<file path="src/rtl/uer_pkg.sv">
// Shared constants, types and helpers for the dual ultrasonic echo ranger.
// No dependencies; used by uer_track, uer_scale and the top level.
package uer_pkg;

  localparam int STAMP_W     = 32;
  localparam int CAP_W       = 16;
  localparam int TIMEOUT_W   = 20;
  localparam int PULSE_W     = 8;
  localparam int SPEED_W     = 10;
  localparam int DIST_W      = 19;
  localparam int DIST_SHIFT  = 6;
  localparam int CFG_INDEX_W = 2;
  localparam int CFG_DATA_W  = 20;

  localparam logic [CFG_INDEX_W-1:0] CFG_TIMEOUT = CFG_INDEX_W'(0);
  localparam logic [CFG_INDEX_W-1:0] CFG_PULSE   = CFG_INDEX_W'(1);
  localparam logic [CFG_INDEX_W-1:0] CFG_SPEED   = CFG_INDEX_W'(2);

  localparam logic [TIMEOUT_W-1:0] TIMEOUT_RESET = TIMEOUT_W'(30000);
  localparam logic [PULSE_W-1:0]   PULSE_RESET   = PULSE_W'(10);
  localparam logic [SPEED_W-1:0]   SPEED_RESET   = SPEED_W'(281);

  localparam longint unsigned CAP_MAX  = (64'd1 << CAP_W) - 64'd1;
  localparam longint unsigned DIST_MAX = (64'd1 << DIST_W) - 64'd1;

  typedef logic [STAMP_W-1:0] stamp_t;

  typedef struct packed {
    logic             busy;
    logic             trig_left;
    logic             trig_right;
    logic [CAP_W-1:0] width;
  } track_res_t;

  // Zero for a non-positive difference, else the difference capped.
  function automatic logic [CAP_W-1:0] cap_width(input stamp_t d);
    logic [63:0] dx;
    dx = 64'(d);
    if (d == '0 || d[STAMP_W-1]) begin
      cap_width = '0;
    end else if (dx > CAP_MAX) begin
      cap_width = CAP_W'(CAP_MAX);
    end else begin
      cap_width = CAP_W'(dx);
    end
  endfunction

endpackage

</file>
<file path="src/rtl/dual_ultrasonic_echo_ranger.sv">
// Top level of the dual ultrasonic echo ranger: config registers, handshake.
// Instantiates uer_track and uer_scale; depends on uer_pkg.
//
//  port group | direction | handshake            | payload
//  -----------+-----------+----------------------+----------------------------------
//  in         | sink      | in_valid / in_stall   | start_measure side_left echo_*
//  out        | source    | out_valid / out_stall | busy_res trig_*_level distance_q8
//  cfg        | sink      | cfg_write             | cfg_index cfg_data
//
// One item per cycle unless in_stall is high; each result reaches the outputs
// through the state-update register, then the scaling register.
// The state register can hold one item while the output register is stalled.
// Reset clears time base, stamps, flags and config to defaults; no clearing pass.
module dual_ultrasonic_echo_ranger (
  input  logic                              clk,
  input  logic                              rst,
  input  logic                              in_valid,
  output logic                              in_stall,
  input  logic                              start_measure,
  input  logic                              side_left,
  input  logic                              echo_left,
  input  logic                              echo_right,
  output logic                              out_valid,
  input  logic                              out_stall,
  output logic                              busy_res,
  output logic                              trig_left_level,
  output logic                              trig_right_level,
  output logic [uer_pkg::DIST_W-1:0]        distance_q8,
  input  logic                              cfg_write,
  input  logic [uer_pkg::CFG_INDEX_W-1:0]   cfg_index,
  input  logic [uer_pkg::CFG_DATA_W-1:0]    cfg_data
);

  logic [uer_pkg::TIMEOUT_W-1:0] timeout_us;
  logic [uer_pkg::PULSE_W-1:0]   pulse_us;
  logic [uer_pkg::SPEED_W-1:0]   speed_factor;

  logic s1_valid;
  logic out_free;
  logic s1_move;
  logic in_acc;
  uer_pkg::track_res_t s1_res;

  assign out_free = !out_valid || !out_stall;
  assign s1_move  = s1_valid && out_free;
  assign in_stall = s1_valid && !out_free;
  assign in_acc   = in_valid && !in_stall;

  always_ff @(posedge clk) begin
    if (rst) begin
      s1_valid <= 1'b0;
      out_valid <= 1'b0;
    end else begin
      if (in_acc) begin
        s1_valid <= 1'b1;
      end else if (s1_move) begin
        s1_valid <= 1'b0;
      end
      if (s1_move) begin
        out_valid <= 1'b1;
      end else if (out_free) begin
        out_valid <= 1'b0;
      end
    end
  end

  always_ff @(posedge clk) begin
    if (rst) begin
      timeout_us <= uer_pkg::TIMEOUT_RESET;
      pulse_us <= uer_pkg::PULSE_RESET;
      speed_factor <= uer_pkg::SPEED_RESET;
    end else if (cfg_write) begin
      case (cfg_index)
        uer_pkg::CFG_TIMEOUT: timeout_us <= uer_pkg::TIMEOUT_W'(cfg_data);
        uer_pkg::CFG_PULSE:   pulse_us <= uer_pkg::PULSE_W'(cfg_data);
        uer_pkg::CFG_SPEED:   speed_factor <= uer_pkg::SPEED_W'(cfg_data);
        default: begin
        end
      endcase
    end
  end

  uer_track u_track (
    .clk           (clk),
    .rst           (rst),
    .adv           (in_acc),
    .start_measure (start_measure),
    .side_left     (side_left),
    .echo_left     (echo_left),
    .echo_right    (echo_right),
    .timeout_us    (timeout_us),
    .pulse_us      (pulse_us),
    .res           (s1_res)
  );

  uer_scale u_scale (
    .clk              (clk),
    .load             (s1_move),
    .speed_factor     (speed_factor),
    .res_in           (s1_res),
    .busy_res         (busy_res),
    .trig_left_level  (trig_left_level),
    .trig_right_level (trig_right_level),
    .distance_q8      (distance_q8)
  );

`ifndef NO_ASSERTIONS
  a_trig_exclusive: assert property (@(posedge clk) disable iff (rst)
    out_valid |-> !(trig_left_level && trig_right_level))
    else $error("both trigger pins driven high");

  a_busy_no_distance: assert property (@(posedge clk) disable iff (rst)
    (out_valid && busy_res) |-> (distance_q8 == '0))
    else $error("distance reported while measurement pending");

  a_stall_only_full: assert property (@(posedge clk) disable iff (rst)
    in_stall |-> (s1_valid && out_valid && out_stall))
    else $error("input stalled with room in the pipeline");
`endif

endmodule

</file>
<file path="src/rtl/uer_track.sv">
// Per-tick state update: time base, trigger pulse, echo edge stamps, timeout.
// Registers busy, trigger levels and capped echo width. Depends on uer_pkg.
module uer_track (
  input  logic                           clk,
  input  logic                           rst,
  input  logic                           adv,
  input  logic                           start_measure,
  input  logic                           side_left,
  input  logic                           echo_left,
  input  logic                           echo_right,
  input  logic [uer_pkg::TIMEOUT_W-1:0]  timeout_us,
  input  logic [uer_pkg::PULSE_W-1:0]    pulse_us,
  output uer_pkg::track_res_t            res
);

  uer_pkg::stamp_t time_now, time_now_next;
  uer_pkg::stamp_t trigger_stamp, trigger_stamp_next;
  uer_pkg::stamp_t start_stamp [2];
  uer_pkg::stamp_t start_stamp_next [2];
  uer_pkg::stamp_t end_stamp [2];
  uer_pkg::stamp_t end_stamp_next [2];
  logic [1:0] done, done_next;
  logic [1:0] echo_prev, echo_prev_next;
  logic sel_left, sel_left_next;
  logic [uer_pkg::PULSE_W-1:0] pulse_cnt, pulse_cnt_next;
  uer_pkg::track_res_t res_next;

  logic [1:0] level;
  logic side_idx;
  logic sel_idx;
  logic timed_out;
  logic trig;
  uer_pkg::stamp_t elapsed;

  always_comb begin
    level = {echo_right, echo_left};
    time_now_next = time_now + uer_pkg::STAMP_W'(1);
    trigger_stamp_next = trigger_stamp;
    start_stamp_next = start_stamp;
    end_stamp_next = end_stamp;
    done_next = done;
    sel_left_next = sel_left;
    pulse_cnt_next = pulse_cnt;
    side_idx = ~side_left;

    if (start_measure) begin
      sel_left_next = side_left;
      trigger_stamp_next = time_now;
      done_next[side_idx] = 1'b0;
      start_stamp_next[side_idx] = time_now;
      end_stamp_next[side_idx] = time_now;
      pulse_cnt_next = pulse_us;
    end

    for (int s = 0; s < 2; s++) begin
      if (level[s] && !echo_prev[s]) begin
        start_stamp_next[s] = time_now;
      end
      if (!level[s] && echo_prev[s]) begin
        end_stamp_next[s] = time_now;
        done_next[s] = 1'b1;
      end
    end
    echo_prev_next = level;

    sel_idx = ~sel_left_next;
    elapsed = time_now - trigger_stamp_next;
    timed_out = !done_next[sel_idx] && (64'(elapsed) > 64'(timeout_us));
    if (timed_out) begin
      done_next[sel_idx] = 1'b1;
      end_stamp_next[sel_idx] = start_stamp_next[sel_idx];
    end

    trig = (pulse_cnt_next != '0);
    if (trig) begin
      pulse_cnt_next = pulse_cnt_next - uer_pkg::PULSE_W'(1);
    end

    res_next.busy = !done_next[sel_idx];
    res_next.trig_left = trig && sel_left_next;
    res_next.trig_right = trig && !sel_left_next;
    res_next.width = timed_out ? '0 :
        uer_pkg::cap_width(end_stamp_next[sel_idx] - start_stamp_next[sel_idx]);
  end

  always_ff @(posedge clk) begin
    if (rst) begin
      time_now <= '0;
      trigger_stamp <= '0;
      start_stamp[0] <= '0;
      start_stamp[1] <= '0;
      end_stamp[0] <= '0;
      end_stamp[1] <= '0;
      done <= 2'b11;
      echo_prev <= 2'b00;
      sel_left <= 1'b1;
      pulse_cnt <= '0;
    end else if (adv) begin
      time_now <= time_now_next;
      trigger_stamp <= trigger_stamp_next;
      start_stamp <= start_stamp_next;
      end_stamp <= end_stamp_next;
      done <= done_next;
      echo_prev <= echo_prev_next;
      sel_left <= sel_left_next;
      pulse_cnt <= pulse_cnt_next;
    end
  end

  always_ff @(posedge clk) begin
    if (adv) begin
      res <= res_next;
    end
  end

endmodule

</file>
<file path="src/rtl/uer_scale.sv">
// Distance scaling: width times speed factor, shifted and saturated.
// Holds the result register. Depends on uer_pkg.
module uer_scale (
  input  logic                          clk,
  input  logic                          load,
  input  logic [uer_pkg::SPEED_W-1:0]   speed_factor,
  input  uer_pkg::track_res_t           res_in,
  output logic                          busy_res,
  output logic                          trig_left_level,
  output logic                          trig_right_level,
  output logic [uer_pkg::DIST_W-1:0]    distance_q8
);

  localparam int PROD_W = uer_pkg::CAP_W + uer_pkg::SPEED_W;
  localparam int FULL_W = PROD_W - uer_pkg::DIST_SHIFT;

  logic [PROD_W-1:0] prod;
  logic [FULL_W-1:0] scaled;
  logic [63:0] scaled_x;
  logic [uer_pkg::DIST_W-1:0] dist_sat;

  always_comb begin
    prod = PROD_W'(res_in.width) * PROD_W'(speed_factor);
    scaled = prod[PROD_W-1:uer_pkg::DIST_SHIFT];
    scaled_x = 64'(scaled);
    if (scaled_x > uer_pkg::DIST_MAX) begin
      dist_sat = uer_pkg::DIST_W'(uer_pkg::DIST_MAX);
    end else begin
      dist_sat = uer_pkg::DIST_W'(scaled_x);
    end
  end

  always_ff @(posedge clk) begin
    if (load) begin
      busy_res <= res_in.busy;
      trig_left_level <= res_in.trig_left;
      trig_right_level <= res_in.trig_right;
      distance_q8 <= dist_sat;
    end
  end

endmodule
</file>
<file path="config.mk">
export PLATFORM = sky130hd
export DESIGN_NAME = dual_ultrasonic_echo_ranger
export DESIGN_NICKNAME = d
export VERILOG_FILES = /design/src/rtl/uer_pkg.sv /design/src/rtl/dual_ultrasonic_echo_ranger.sv /design/src/rtl/uer_track.sv /design/src/rtl/uer_scale.sv
export SDC_FILE = /design/constraint.sdc
export NUM_CORES = 1
export LEC_CHECK = 0
export BUFFER_PORTS_ARGS = -buffer_cell sky130_fd_sc_hd__buf_2
export CORE_ASPECT_RATIO = 0.8
export CORE_MARGIN = 8
export CORE_UTILIZATION = 32
export DETAILED_ROUTE_END_ITERATION = 12
export GPL_TIMING_DRIVEN = 0
export PLACE_DENSITY = 0.49
export SLEW_MARGIN = 20
export SYNTH_ARGS = -nofsm -noshare
export SYNTH_HDL_FRONTEND = slang
export SYNTH_SLANG_ARGS = --single-unit
</file>
<file path="constraint.sdc">
create_clock -name clk -period 13.35 [get_ports clk]
set_input_delay 2.0025 -clock clk [delete_from_list [all_inputs] [get_ports clk]]
set_output_delay 2.0025 -clock clk [all_outputs]
set_load 0.03 [all_outputs]
</file>
Yosys cells after proc, flatten, opt, wreduce, memory -nomap -nowiden

Index checks and enable logic that the tools add are counted.
Widths: inputs -> output; s select.

Bits in registers: 286
Input port bits: 31
Output and inout bits: 24
Logic and storage cells: 125

Add/subtract/negate cells: 4
Multiply operators: 1
Order comparisons: 11
Eq/ne operators: 2
Mux-type cells: 41
Bitwise gates (word level): 7
Reduce and logical (&&, ||, !) cells: 36

Operator list:

| operator              | number |
|---|---|
| $mux 32               | 13 |
| $bwmux 64             | 3 |
| $mux 64               | 3 |
| $demux 32 s1          | 2 |
| $sub 32x32->32        | 2 |
| $add 32x1->32 const B | 1 |
| $gt 32x16->1 const B  | 1 |
| $gt 32x20->1          | 1 |
| $logic_not 32->1      | 1 |
| $mul 16x10->26        | 1 |
| $gt 20x19->1 const B  | 1 |
| $mux 16               | 1 |
| $mux 8                | 2 |
| $logic_and 1x1->1     | 14 |
| $mux 1                | 13 |
| $logic_not 1->1       | 11 |
| $reduce_bool 8->1     | 1 |
| $sub 8x1->8 const B   | 1 |
| $reduce_and 2->1      | 3 |
| $ge 2x2->1 const B    | 2 |
| $lt 1x2->1 const B    | 2 |
| $lt 2x1->1 const B    | 2 |
| $mux 2                | 2 |
| $not 1->2             | 2 |
| 12 further kinds      | 17 |

Depth between registers and ports, before layout

Gate-level depths: netlist of the first run.

Depth in word-level cells: 21
Depth in mapped cells: 43

Modules after synthesis

Synthesis of the first run repeated with hierarchy kept, for this count alone.

Cells, all modules: 2848
Area total of the unflattened synthesis: 23501.3 um^2

By module, submodules not included:

| module                      | instances | cells each | area each (um^2) | seq. area each (um^2) |
|---|---|---|---|---|
| uer_track                   | 1         | 2042       | 15909.0          | 4674.5 |
| uer_scale                   | 1         | 639        | 5926.9           | 660.6 |
| dual_ultrasonic_echo_ranger | 1         | 167        | 1665.3           | 800.8 |

Least setup slack after synthesis of the first run

No wires, ideal clock.

Path type: input port to flip-flop
Start: input start_measure
End: register u_track.res[5] (netlist bit), data pin
Data arrival time: 10960 ps
Data required time: 13087 ps
Setup slack: 2127 ps
Stages: 41
Buffers on the path: 5
Cells stage by stage: clkbuf_1 buf_1 clkbuf_1 buf_1 mux2i_1 ha_1 a211oi_1 o21ai_2 a21o_1 a21o_1 nand2_1 o21bai_1 a21oi_1 xnor2_1 ha_1 nand4_1 or4_4 o31ai_2 [... 5 more ...] a31oi_1 o211ai_1 mux2_2 ha_1 inv_1 fa_1 a211oi_1 o21a_1 o21ai_2 a221oi_2 o21ba_2 o21ai_1 a41oi_1 mux2i_1 nand4_1 o31ai_2 buf_4 a21oi_1

Cells in the longest elaborated chain, start to end: 16
Elaborated cells between the ends (all ways): 38

RTL lines:

| item                                                    | RTL line                          | source |
|---|---|---|
| start, declared                                         | dual_ultrasonic_echo_ranger.sv:19 | `input logic start_measure,` |
| branches (longest 16 deep; another with $sub 32x32->32) | --                                |  |
| end signal, assigned                                    | uer_track.sv:112                  | `res <= res_next;` |
| end, declared                                           | uer_track.sv:13                   | `output uer_pkg::track_res_t res` |

Parallel ways; which one is timed is not known. The select of a mux whose other input is x is not followed.
A chain may end at the register's enable or synchronous reset.

Worst setup path after layout of the first run

Start: input start_measure
End: register u_track.res[14] (netlist bit), data pin

Same word-level chain as after synthesis.

==> results of run 1 <==
==> worst register-to-register path, delay by kind of cell, from the launching register on <==
family,cells,cell delay (ns)
buffers and inverters,6,1.82
adders and majority gates,4,1.20
and+or+nand+nor,11,3.03
muxes,3,0.92
AOI/OAI and AO/OA,15,3.37
DFF,1,0.35
xor gates and xnor gates,1,0.11
==> state kept, by name, summed over array words and instances, names as in the netlist, 8 cells and up <==
name and cells:
u_track.pulse_cnt 8, timeout_us 20, u_track.time_now 32, pulse_us 8, u_track.trigger_stamp 32, speed_factor 10
u_track.start_stamp 64, u_scale.distance_q8 19, u_track.res 19, u_track.end_stamp 64
==> synthesized netlist by cell type (4+ instances only) <==
library cell / n / share of area
sky130_fd_sc_hd__or3_1: 11 / 0.0030
sky130_fd_sc_hd__a31oi_1: 74 / 0.020
sky130_fd_sc_hd__a21boi_0: 4 / 0.0013
sky130_fd_sc_hd__o21ai_0: 82 / 0.018
sky130_fd_sc_hd__nand3b_1: 74 / 0.025
sky130_fd_sc_hd__buf_1: 15 / 0.0025
sky130_fd_sc_hd__o22a_1: 30 / 0.012
sky130_fd_sc_hd__o21bai_1: 11 / 0.0036
sky130_fd_sc_hd__and4_1: 7 / 0.0027
sky130_fd_sc_hd__inv_1: 139 / 0.023
sky130_fd_sc_hd__o211ai_1: 39 / 0.013
sky130_fd_sc_hd__and2_1: 73 / 0.020
sky130_fd_sc_hd__buf_6: 7 / 0.0035
sky130_fd_sc_hd__a211o_1: 12 / 0.0046
sky130_fd_sc_hd__and3_1: 18 / 0.0050
sky130_fd_sc_hd__a211oi_1: 43 / 0.014
sky130_fd_sc_hd__buf_2: 9 / 0.0020
sky130_fd_sc_hd__xnor2_1: 44 / 0.017
sky130_fd_sc_hd__mux2_2: 5 / 0.0025
sky130_fd_sc_hd__nor2b_1: 16 / 0.0044
sky130_fd_sc_hd__nor3_1: 61 / 0.013
sky130_fd_sc_hd__o22ai_1: 6 / 0.0017
sky130_fd_sc_hd__a21oi_1: 196 / 0.043
sky130_fd_sc_hd__nor2_1: 281 / 0.047
sky130_fd_sc_hd__nand4_1: 28 / 0.0077
sky130_fd_sc_hd__nor4_1: 4 / 0.0011
sky130_fd_sc_hd__ha_1: 145 / 0.080
sky130_fd_sc_hd__dfxtp_1: 245 / 0.22
sky130_fd_sc_hd__a21o_1: 36 / 0.012
sky130_fd_sc_hd__a22oi_1: 6 / 0.0020
sky130_fd_sc_hd__edfxtp_1: 41 / 0.054
sky130_fd_sc_hd__nand2_1: 396 / 0.066
sky130_fd_sc_hd__nand3_1: 38 / 0.0084
sky130_fd_sc_hd__fa_1: 111 / 0.098
sky130_fd_sc_hd__o311ai_0: 4 / 0.0015
sky130_fd_sc_hd__o221ai_1: 32 / 0.012
sky130_fd_sc_hd__xor2_1: 50 / 0.019
sky130_fd_sc_hd__mux2i_1: 86 / 0.038
sky130_fd_sc_hd__o21a_1: 18 / 0.0060
sky130_fd_sc_hd__o21ai_1: 67 / 0.015
sky130_fd_sc_hd__nand2b_1: 19 / 0.0052
sky130_fd_sc_hd__clkbuf_1: 177 / 0.029
==> per-stage QoR <==
step | util | TNS, ns | hold WS (ns) | worst slack, ns
2_1_floorplan | - | 0 | 0.400 | 2.13
3_3_place_gp | 0.343 | -29.72 | 0.405 | -1.96
3_5_place_dp | 0.343 | -29.16 | 0.406 | -1.95
4_1_cts | 0.361 | 0 | 0.416 | 0.116
5_1_grt | 0.362 | 0 | 0.441 | 0.0393
6_report | 0.362 | 0 | 0.408 | 0.506
==> routing by layer <==
layer / part of all wire / vias up
li1: - / 10100
met1: 0.48 / 10500
met2: 0.41 / 833
met3: 0.086 / 129
met4: 0.024 / 2
met5: 0.00032 / -
==> timing repair <==
action,CTS,global route
buffers inserted,6,3
pin swaps,3,2
setup endpoints to repair,16,15
gates resized for setup,9,5
hold endpoints to repair,0,0
==> cell type report <==
cell class | count | share of cell area
Tap cell | 934 | 0.0460
Antenna cell | 1 | 0.0000984
Clock inverter | 12 | 0.00384
Timing Repair Buffer | 63 | 0.0147
Buffer | 211 | 0.0346
Clock buffer | 53 | 0.0427
Sequential cell | 286 | 0.241
Multi-Input combinational cell | 2180 | 0.596
Inverter | 139 | 0.0205
==> logic make-up after synthesis <==
logic type,Yosys count,share of synthesized area
xor gates and xnor gates,94,0.0363
buffers and inverters,350,0.0613
AOI/OAI and AO/OA,693,0.196
adders and majority gates,256,0.178
DFF,286,0.271
muxes,92,0.0411
and+or+nand+nor,1045,0.216
==> report_power, final <==
part | leakage (uW) | switching (uW) | internal (uW)
Combinational | 0.00731 | 1290 | 858
Clock | 0.000581 | 422 | 568
Sequential | 0.00239 | 29.7 | 1030
Total | 0.0103 | 1740 | 2450
==> worst paths after layout <==
path / endpoint / slack (ns) / cells past startpoint
min: u_scale.trig_left_level / 0.41 / 0
max reg2reg: u_track.res[14] / 2.29 / 40
min reg2reg: u_scale.trig_left_level / 0.41 / 0
max: u_track.res[14] / 0.51 / 41
==> results by stage, run 1 <==
Floorplanning:
- The die boundary height is between 200 and 300 um.
- Pin placement for this block handled 55 I/O pins.
- The floorplan step defined a die boundary enclosing around 80000 um2.
- The die width is 313 um.
- The core region is 70300 um2.
- The initial utilization of the core area, before any placement, comes to 0.322.
- The standard-cell row count is just under 90.

Cells and area:
- The finished layout holds 3879 standard cells, fillers aside.
- The finished cells cover ~25000 um2.
- The most common library cell in the layout ignoring fill and taps is sky130_fd_sc_hd__nand2_1.
- The number of inserted filler cells in the final layout is 7386.
- At the end of the flow, the number of nets in the layout was approximately 3.2k.
- The area growth from synthesis to layout is 12.2%.
- The total area of sequential cells is 6140 um2.
- The ratio of cells with drive above 1 in the final layout is 0.0608.
- In the final layout, the multi-input gates occupy around 15000 um2.
- Leaving out fill and tap cells, the most frequent cells in the layout are 396 x sky130_fd_sc_hd__nand2_1, 281 x sky130_fd_sc_hd__nor2_1, 245 x sky130_fd_sc_hd__dfxtp_1.

Timing:
- The setup violation total in the final timing report is 0.
- The transition time at the pin with the least slew margin is between 1 and 1.5 ns.
- The minimum clock period after layout is approximately 13 ns.
- Setup repair after global routing left no endpoint under its margin.
- The share of the clock period used by the worst path after layout is 0.962.
- The final count of hold timing violations is 0.
- The final number of max-transition violations is 0.
- The worst pin sits at a relative slew slack of 0.251.
- The setup clock skew after layout is between 0.02 and 0.03 ns.
- The highest clock rate is between 70 and 80 MHz.

Worst hold path:
- The startpoint identified for the worst hold timing path is u_track.res[17].
- The kind of path behind the tightest hold check is flop to flop.

Global routing:
- The largest net degree at the start of global routing is 23.
- The number of antenna violations at the first check in global routing is 4.
- In the global route stage, met3 resource usage came out at 0.0434.
- For this run, the total global-route usage over all layers was measured as 0.198.
- The via count of the first global-routing pass is 20.6k.
- The routing usage on met2 is 0.297.
- The overflow left after global routing is 0.
- In this run the most used layer during global routing was met2.
- For this run, global-route usage on met1 was measured as 0.286.
- The first-pass GRT wire length is 124 mm.

Run:
- The reported max-cap violation count is 0.

Routing:
- The number of vias per cell after detailed routing is ~5.6.
- The post-detailed-routing wire length is approximately 82 mm.
- In the final routed layout, each cell accounts on average for ~21 um.
- In the routed design, unresolved DRC markers number 0.
- The total vias in the final route is ~22k.
- The first detailed-routing pass ran for 8 iterations.
- The starting DRC count in detailed routing is ~2.1k.
- The remaining antenna violation count is 0.

Critical path:
- For the worst setup path, the data arrival time is roughly 13 ns.
- The type of destination of the critical path is a flop.
- The launching instance or port of the critical path is start_measure.
- The number of buffer and inverter stages on the critical path is 8.
- The dominant delay contributor by cell family on the critical path is compound AO/OA/AOI/OAI gates.
- In this design, the stage delay of the slowest critical-path cell is roughly 0.65 ns.
- The nature of the critical path startpoint is a primary input.
- The worst register-to-register path begins at u_track.time_now[0].
- The library cell contributing the largest single delay on the critical path is sky130_fd_sc_hd__clkbuf_1.
- The critical path is of the primary input to flop type.
- Along the worst path, the maximum fanout reaches 10.
- Data on the critical path is required at its endpoint by between 10 and 15 ns.

CTS:
- Clock-pin slew was measured on the worst setup and hold paths at roughly 0.06 ns.
- The CTS tree is done.
- The maximum clock path buffer count is 3.
- TritonCTS created 36 clock buffers.
- Clock latency on the worst-skew pair, taken at its later pin, is around 0.57 ns.
- The number of hold buffers added after CTS was 0.
- For this design, the sink count on the clock tree is between 200 and 300.
- The clock root buffer master is sky130_fd_sc_hd__clkbuf_16.
- The clock tree synthesis step divided the H-tree into 2 levels.

Yosys:
- The most instantiated flip-flop cell in the synthesis netlist is sky130_fd_sc_hd__dfxtp_1.
- The count of state elements after synthesis is around 290.
- Averaged over all synthesized cells, the footprint is 8.05 um2.
- Of the synthesized area, sequential elements account for 0.271.
- Counting distinct cell types in the post-synthesis netlist gives 83.
- In this run, synthesis inferred 41 flip-flops with an integrated enable.
- The synthesized netlist occupies a cell area of 22700 um2.
- The post-synthesis instance total is around 2.8k.
- For this run, the number of Yosys warnings is 0.
- The number of nets handed over by synthesis was a little over 3k.
- Of all flip-flops after synthesis, the portion carrying an async set or reset was 0.

Power:
- The total leakage power is roughly 0.010 uW.
- IR analysis of the VDD net gives a maximum drop of around 0.00017 V.
- The power per cell area is 165 nW/um2.
- The overall power consumption is 4190 uW.

Placement:
- The global placer's final weighted congestion is about 0.95.
- Counting tap cells, the placed design contains a total of ~3.8k instances.
- The placed wire-length estimate after detailed placement is 63.5 mm.
- The number of buffer cells added on primary ports is 53.
- Summing all placed instances gives a cell area of approximately 24000 um2.

Outcome:
- The flow ran to the end, and the final reports show no timing, DRC or antenna violations.
Power figures use the tool's default switching activity.
==> run 2, diff against run 1 <==
--- a/config.mk
+++ b/config.mk
@@ -6,12 +6,14 @@
 export NUM_CORES = 1
 export LEC_CHECK = 0
 export BUFFER_PORTS_ARGS = -buffer_cell sky130_fd_sc_hd__buf_2
+export CELL_PAD_IN_SITES_DETAIL_PLACEMENT = 0
+export CELL_PAD_IN_SITES_GLOBAL_PLACEMENT = 1
 export CORE_ASPECT_RATIO = 0.8
 export CORE_MARGIN = 8
 export CORE_UTILIZATION = 32
 export DETAILED_ROUTE_END_ITERATION = 12
 export GPL_TIMING_DRIVEN = 0
-export PLACE_DENSITY = 0.49
+export PLACE_DENSITY = 0.6
 export SLEW_MARGIN = 20
 export SYNTH_ARGS = -nofsm -noshare
 export SYNTH_HDL_FRONTEND = slang
==> run 2 against run 1 <==
  * Utilization is 0.052 points higher
  * Sequential power hardly changed
  * Sequential cell count stayed put
==> results by stage, run 2 (synthesized netlist as in run 1, its figures left out) <==
Timing:
- The share of the clock period used by the worst path after layout is 0.960 (-0.00184).
- The final number of max-transition violations came to 0 (unchanged).
- The transition time at the pin with the least slew margin is 1.26 ns (+0.138 ns).
- The setup clock skew after layout came to 0.0371 ns (+0.0111 ns).
- The final count of hold timing violations was 0 (unchanged).
- The final worst hold slack is 0.425 ns (+0.0172 ns).
- The setup violation total in the final timing report is 0 (unchanged).
- The minimum clock period after layout came to 12.82 ns (-0.0246 ns).
- The tightest slew margin relative to the limit is 0.161 (-0.0901).
- The highest clock rate is 78.0 MHz (+0.19%).

Power:
- The sequential cell fraction of total power is 0.250 (-0.002).
- The maximum VDD drop is 0.000190 V (+15%).
- The fraction of power consumed by combinational cells is 0.510 (-0.002).
- The share of total power consumed by net switching was 0.417 (+0.00166).
- The power per cell area came to 166 nW/um2 (+0.60%).
- The total leakage power was 0.0103 uW (about the same).
- The net switching component of the power is 1760 uW (+1.1%).
- The clock share of power is 0.240 (+0.004).
- The internal power came to 2460 uW (+0.46%).

Routing:
- The starting DRC count in detailed routing is 1906 (-11%).
- The post-route DRC violation count is 0 (unchanged).
- The total vias in the final route was 21.3k (-1.1%).
- The number of vias per cell after detailed routing is 5.49 (-1.1%).
- The number of iterations in the first detailed-routing pass was 5 (-3).
- The post-detailed-routing wire length is 84.8 mm (+3.2%).
- The remaining antenna violation count came to 0 (unchanged).
- The wire length per cell is 21.9 um (+3.2%).

Cells and area:
- The most common library cell in the layout ignoring fill and taps is sky130_fd_sc_hd__nand2_1.
- The top cell types in the final layout, fill and taps aside, are 396 x sky130_fd_sc_hd__nand2_1, 281 x sky130_fd_sc_hd__nor2_1, 245 x sky130_fd_sc_hd__dfxtp_1.
- Relative to the synthesized area, the layout overhead comes to 12.4%.
- The largest registers in the layout are u_track.end_stamp x64, u_track.start_stamp x64.
- The ratio of cells with drive above 1 in the final layout came to 0.0591 (-0.00172).
- The number of inserted filler cells in the final layout came to 7351 (-0.47%).
- The count of inserted antenna diode cells was 0 (-1).
- The post-route standard cell area excluding fillers was 25500 um2 (+0.14%).
- The net count reported at finish is 3203 (-0.031%).

Critical path:
- The biggest fanout along the worst timing path is 19 (+9).
- The critical path data arrival time is 13.13 ns (about the same).
- The number of buffer and inverter stages on the critical path is 7 (-1).
- The critical path's largest stage delay was 0.62 ns (-0.03 ns).
- The library cell contributing the largest single delay on the critical path is sky130_fd_sc_hd__or4_4.
- The critical setup path kind is primary input to flop.
- The cell family contributing the most delay on the critical path is compound AO/OA/AOI/OAI gates.
- STA classifies the critical path endpoint as a flop.
- The nature of the critical path startpoint is a primary input.
- The required time reported for the critical path endpoint is 13.66 ns (+0.02 ns).

CTS:
- The number of buffers inserted during clock tree synthesis is 38 (+5.6%).
- The clock sink count is 286 (unchanged).
- TritonCTS built the clock tree.
- The number of buffers inserted by hold repair at cts came to 0 (unchanged).
- The clock-pin slew on the worst setup and hold paths was 0.06 ns (about the same).
- The latest clock arrival within the worst-skew pair is 0.59 ns (+0.02 ns).
- The maximum clock path buffer count is 3 (unchanged).
- The tree is rooted in a sky130_fd_sc_hd__clkbuf_16.
- The maximum level of the CTS H-tree came to 2 (unchanged).

Run:
- The reported max-cap violation count is 0 (unchanged).

Placement:
- The number of buffer cells added on primary ports came to 53 (unchanged).
- The placed wire-length estimate after detailed placement was 65.8 mm (+3.7%).
- The global placer's final weighted congestion is 0.921 (-2.9%).
- The standard cell area after detailed placement is 24200 um2 (+0.11%).

Floorplanning:
- The standard-cell row count is 87 (unchanged).
- The initial standard-cell utilization of the core is 0.322 (unchanged).
- The die boundary height is 254 um (unchanged).
- The overall die area is 79600 um2 (unchanged).
- The boundary pin count came to 55 (unchanged).
- The core region area came to 70300 um2 (unchanged).
- The die width is 313 um (unchanged).

Global routing:
- The number of antenna violations at the first check in global routing is 2 (-2).
- The aggregate global-route resource usage is 0.208 (+0.00992).
- The first-pass GRT wire length came to 129 mm (+4.2%).
- The overflow left after global routing is 0 (unchanged).
- The largest net degree at the start of global routing is 21 (-8.7%).
- The via count of the first global-routing pass is 20.7k (+0.25%).

Worst hold path:
- The min-delay analysis places its worst path in the category flop to flop.

Outcome:
- The flow ran to the end, and the final reports show no timing, DRC or antenna violations.
[run 2: cell count changes in the layout (fill, tap and decap cells not counted), sizes merged]
cell      delta
clkinvlp     -1
inv          -1
clkinv       +7
bufinv       +1
buf          -2
clkbuf       -3
diode        -1
[run 2: area by class of cell]
class	count	area, um2	area share
flip-flops and latches	286	6140	0.241
plain buffers	210	877	0.0345
inverters	139	522	0.0205
clock buffers	51	1040	0.0409
repair buffers	61	378	0.0148
clock inverters	18	165	0.00649
well taps	934	1170	0.0459
multi-input cells	2180	15200	0.596
[run 2: repair_timing]
| item | CTS | global route |
|---|---|---|
| gates resized for setup | 8 | 8 |
| setup endpoints to repair | 16 | 16 |
| pin swaps | 2 | 2 |
| setup buffers | 4 | 2 |
[run 2: per-stage QoR]
stage	util	power [uW]	setup TNS [ns]	setup slack, ns	cells
after floorplan	-	2660	0	2.13	2816
after global placement	0.343	3200	-32.96	-2.19	3803
after detailed placement	0.344	3220	-32.08	-2.14	3805
after CTS	0.362	4260	0	0.0795	3877
after global routing	0.362	4600	-0.0105	-0.0105	3879
final	0.362	4230	0	0.531	3879
[run 2: worst paths after layout]
| kind | start | to | slack (ns) | depth (start not counted) |
|---|---|---|---|---|
| setup / recovery | start_measure | u_track.res[7] | 0.53 | 41 |
| hold / removal | u_track.res[17] | u_scale.trig_left_level | 0.42 | 0 |
| setup reg to reg | u_track.time_now[0] | u_track.res[7] | 1.95 | 41 |
| hold reg to reg | u_track.res[17] | u_scale.trig_left_level | 0.42 | 0 |
[run 2: power by group through the flow]
stage | Combinational (uW) | Clock, uW | Sequential [uW]
final | 2160 | 1020 | 1060
after global routing | 2460 | 1070 | 1070
after CTS | 2170 | 1030 | 1060
after detailed placement | 2150 | 0 | 1070
after global placement | 2120 | 0 | 1070
after floorplan | 1540 | 0 | 1130
[run 2: routing by layer]
layer,track usage,wire length [um],part of all wire,vias to the layer above
li1,-,-,-,10000
met1,0.319,43300,0.51,10500
met3,0.0344,5700,0.067,80
met2,0.305,34600,0.41,711
met4,0.0361,1160,0.014,2
met5,0,13,0.00015,-
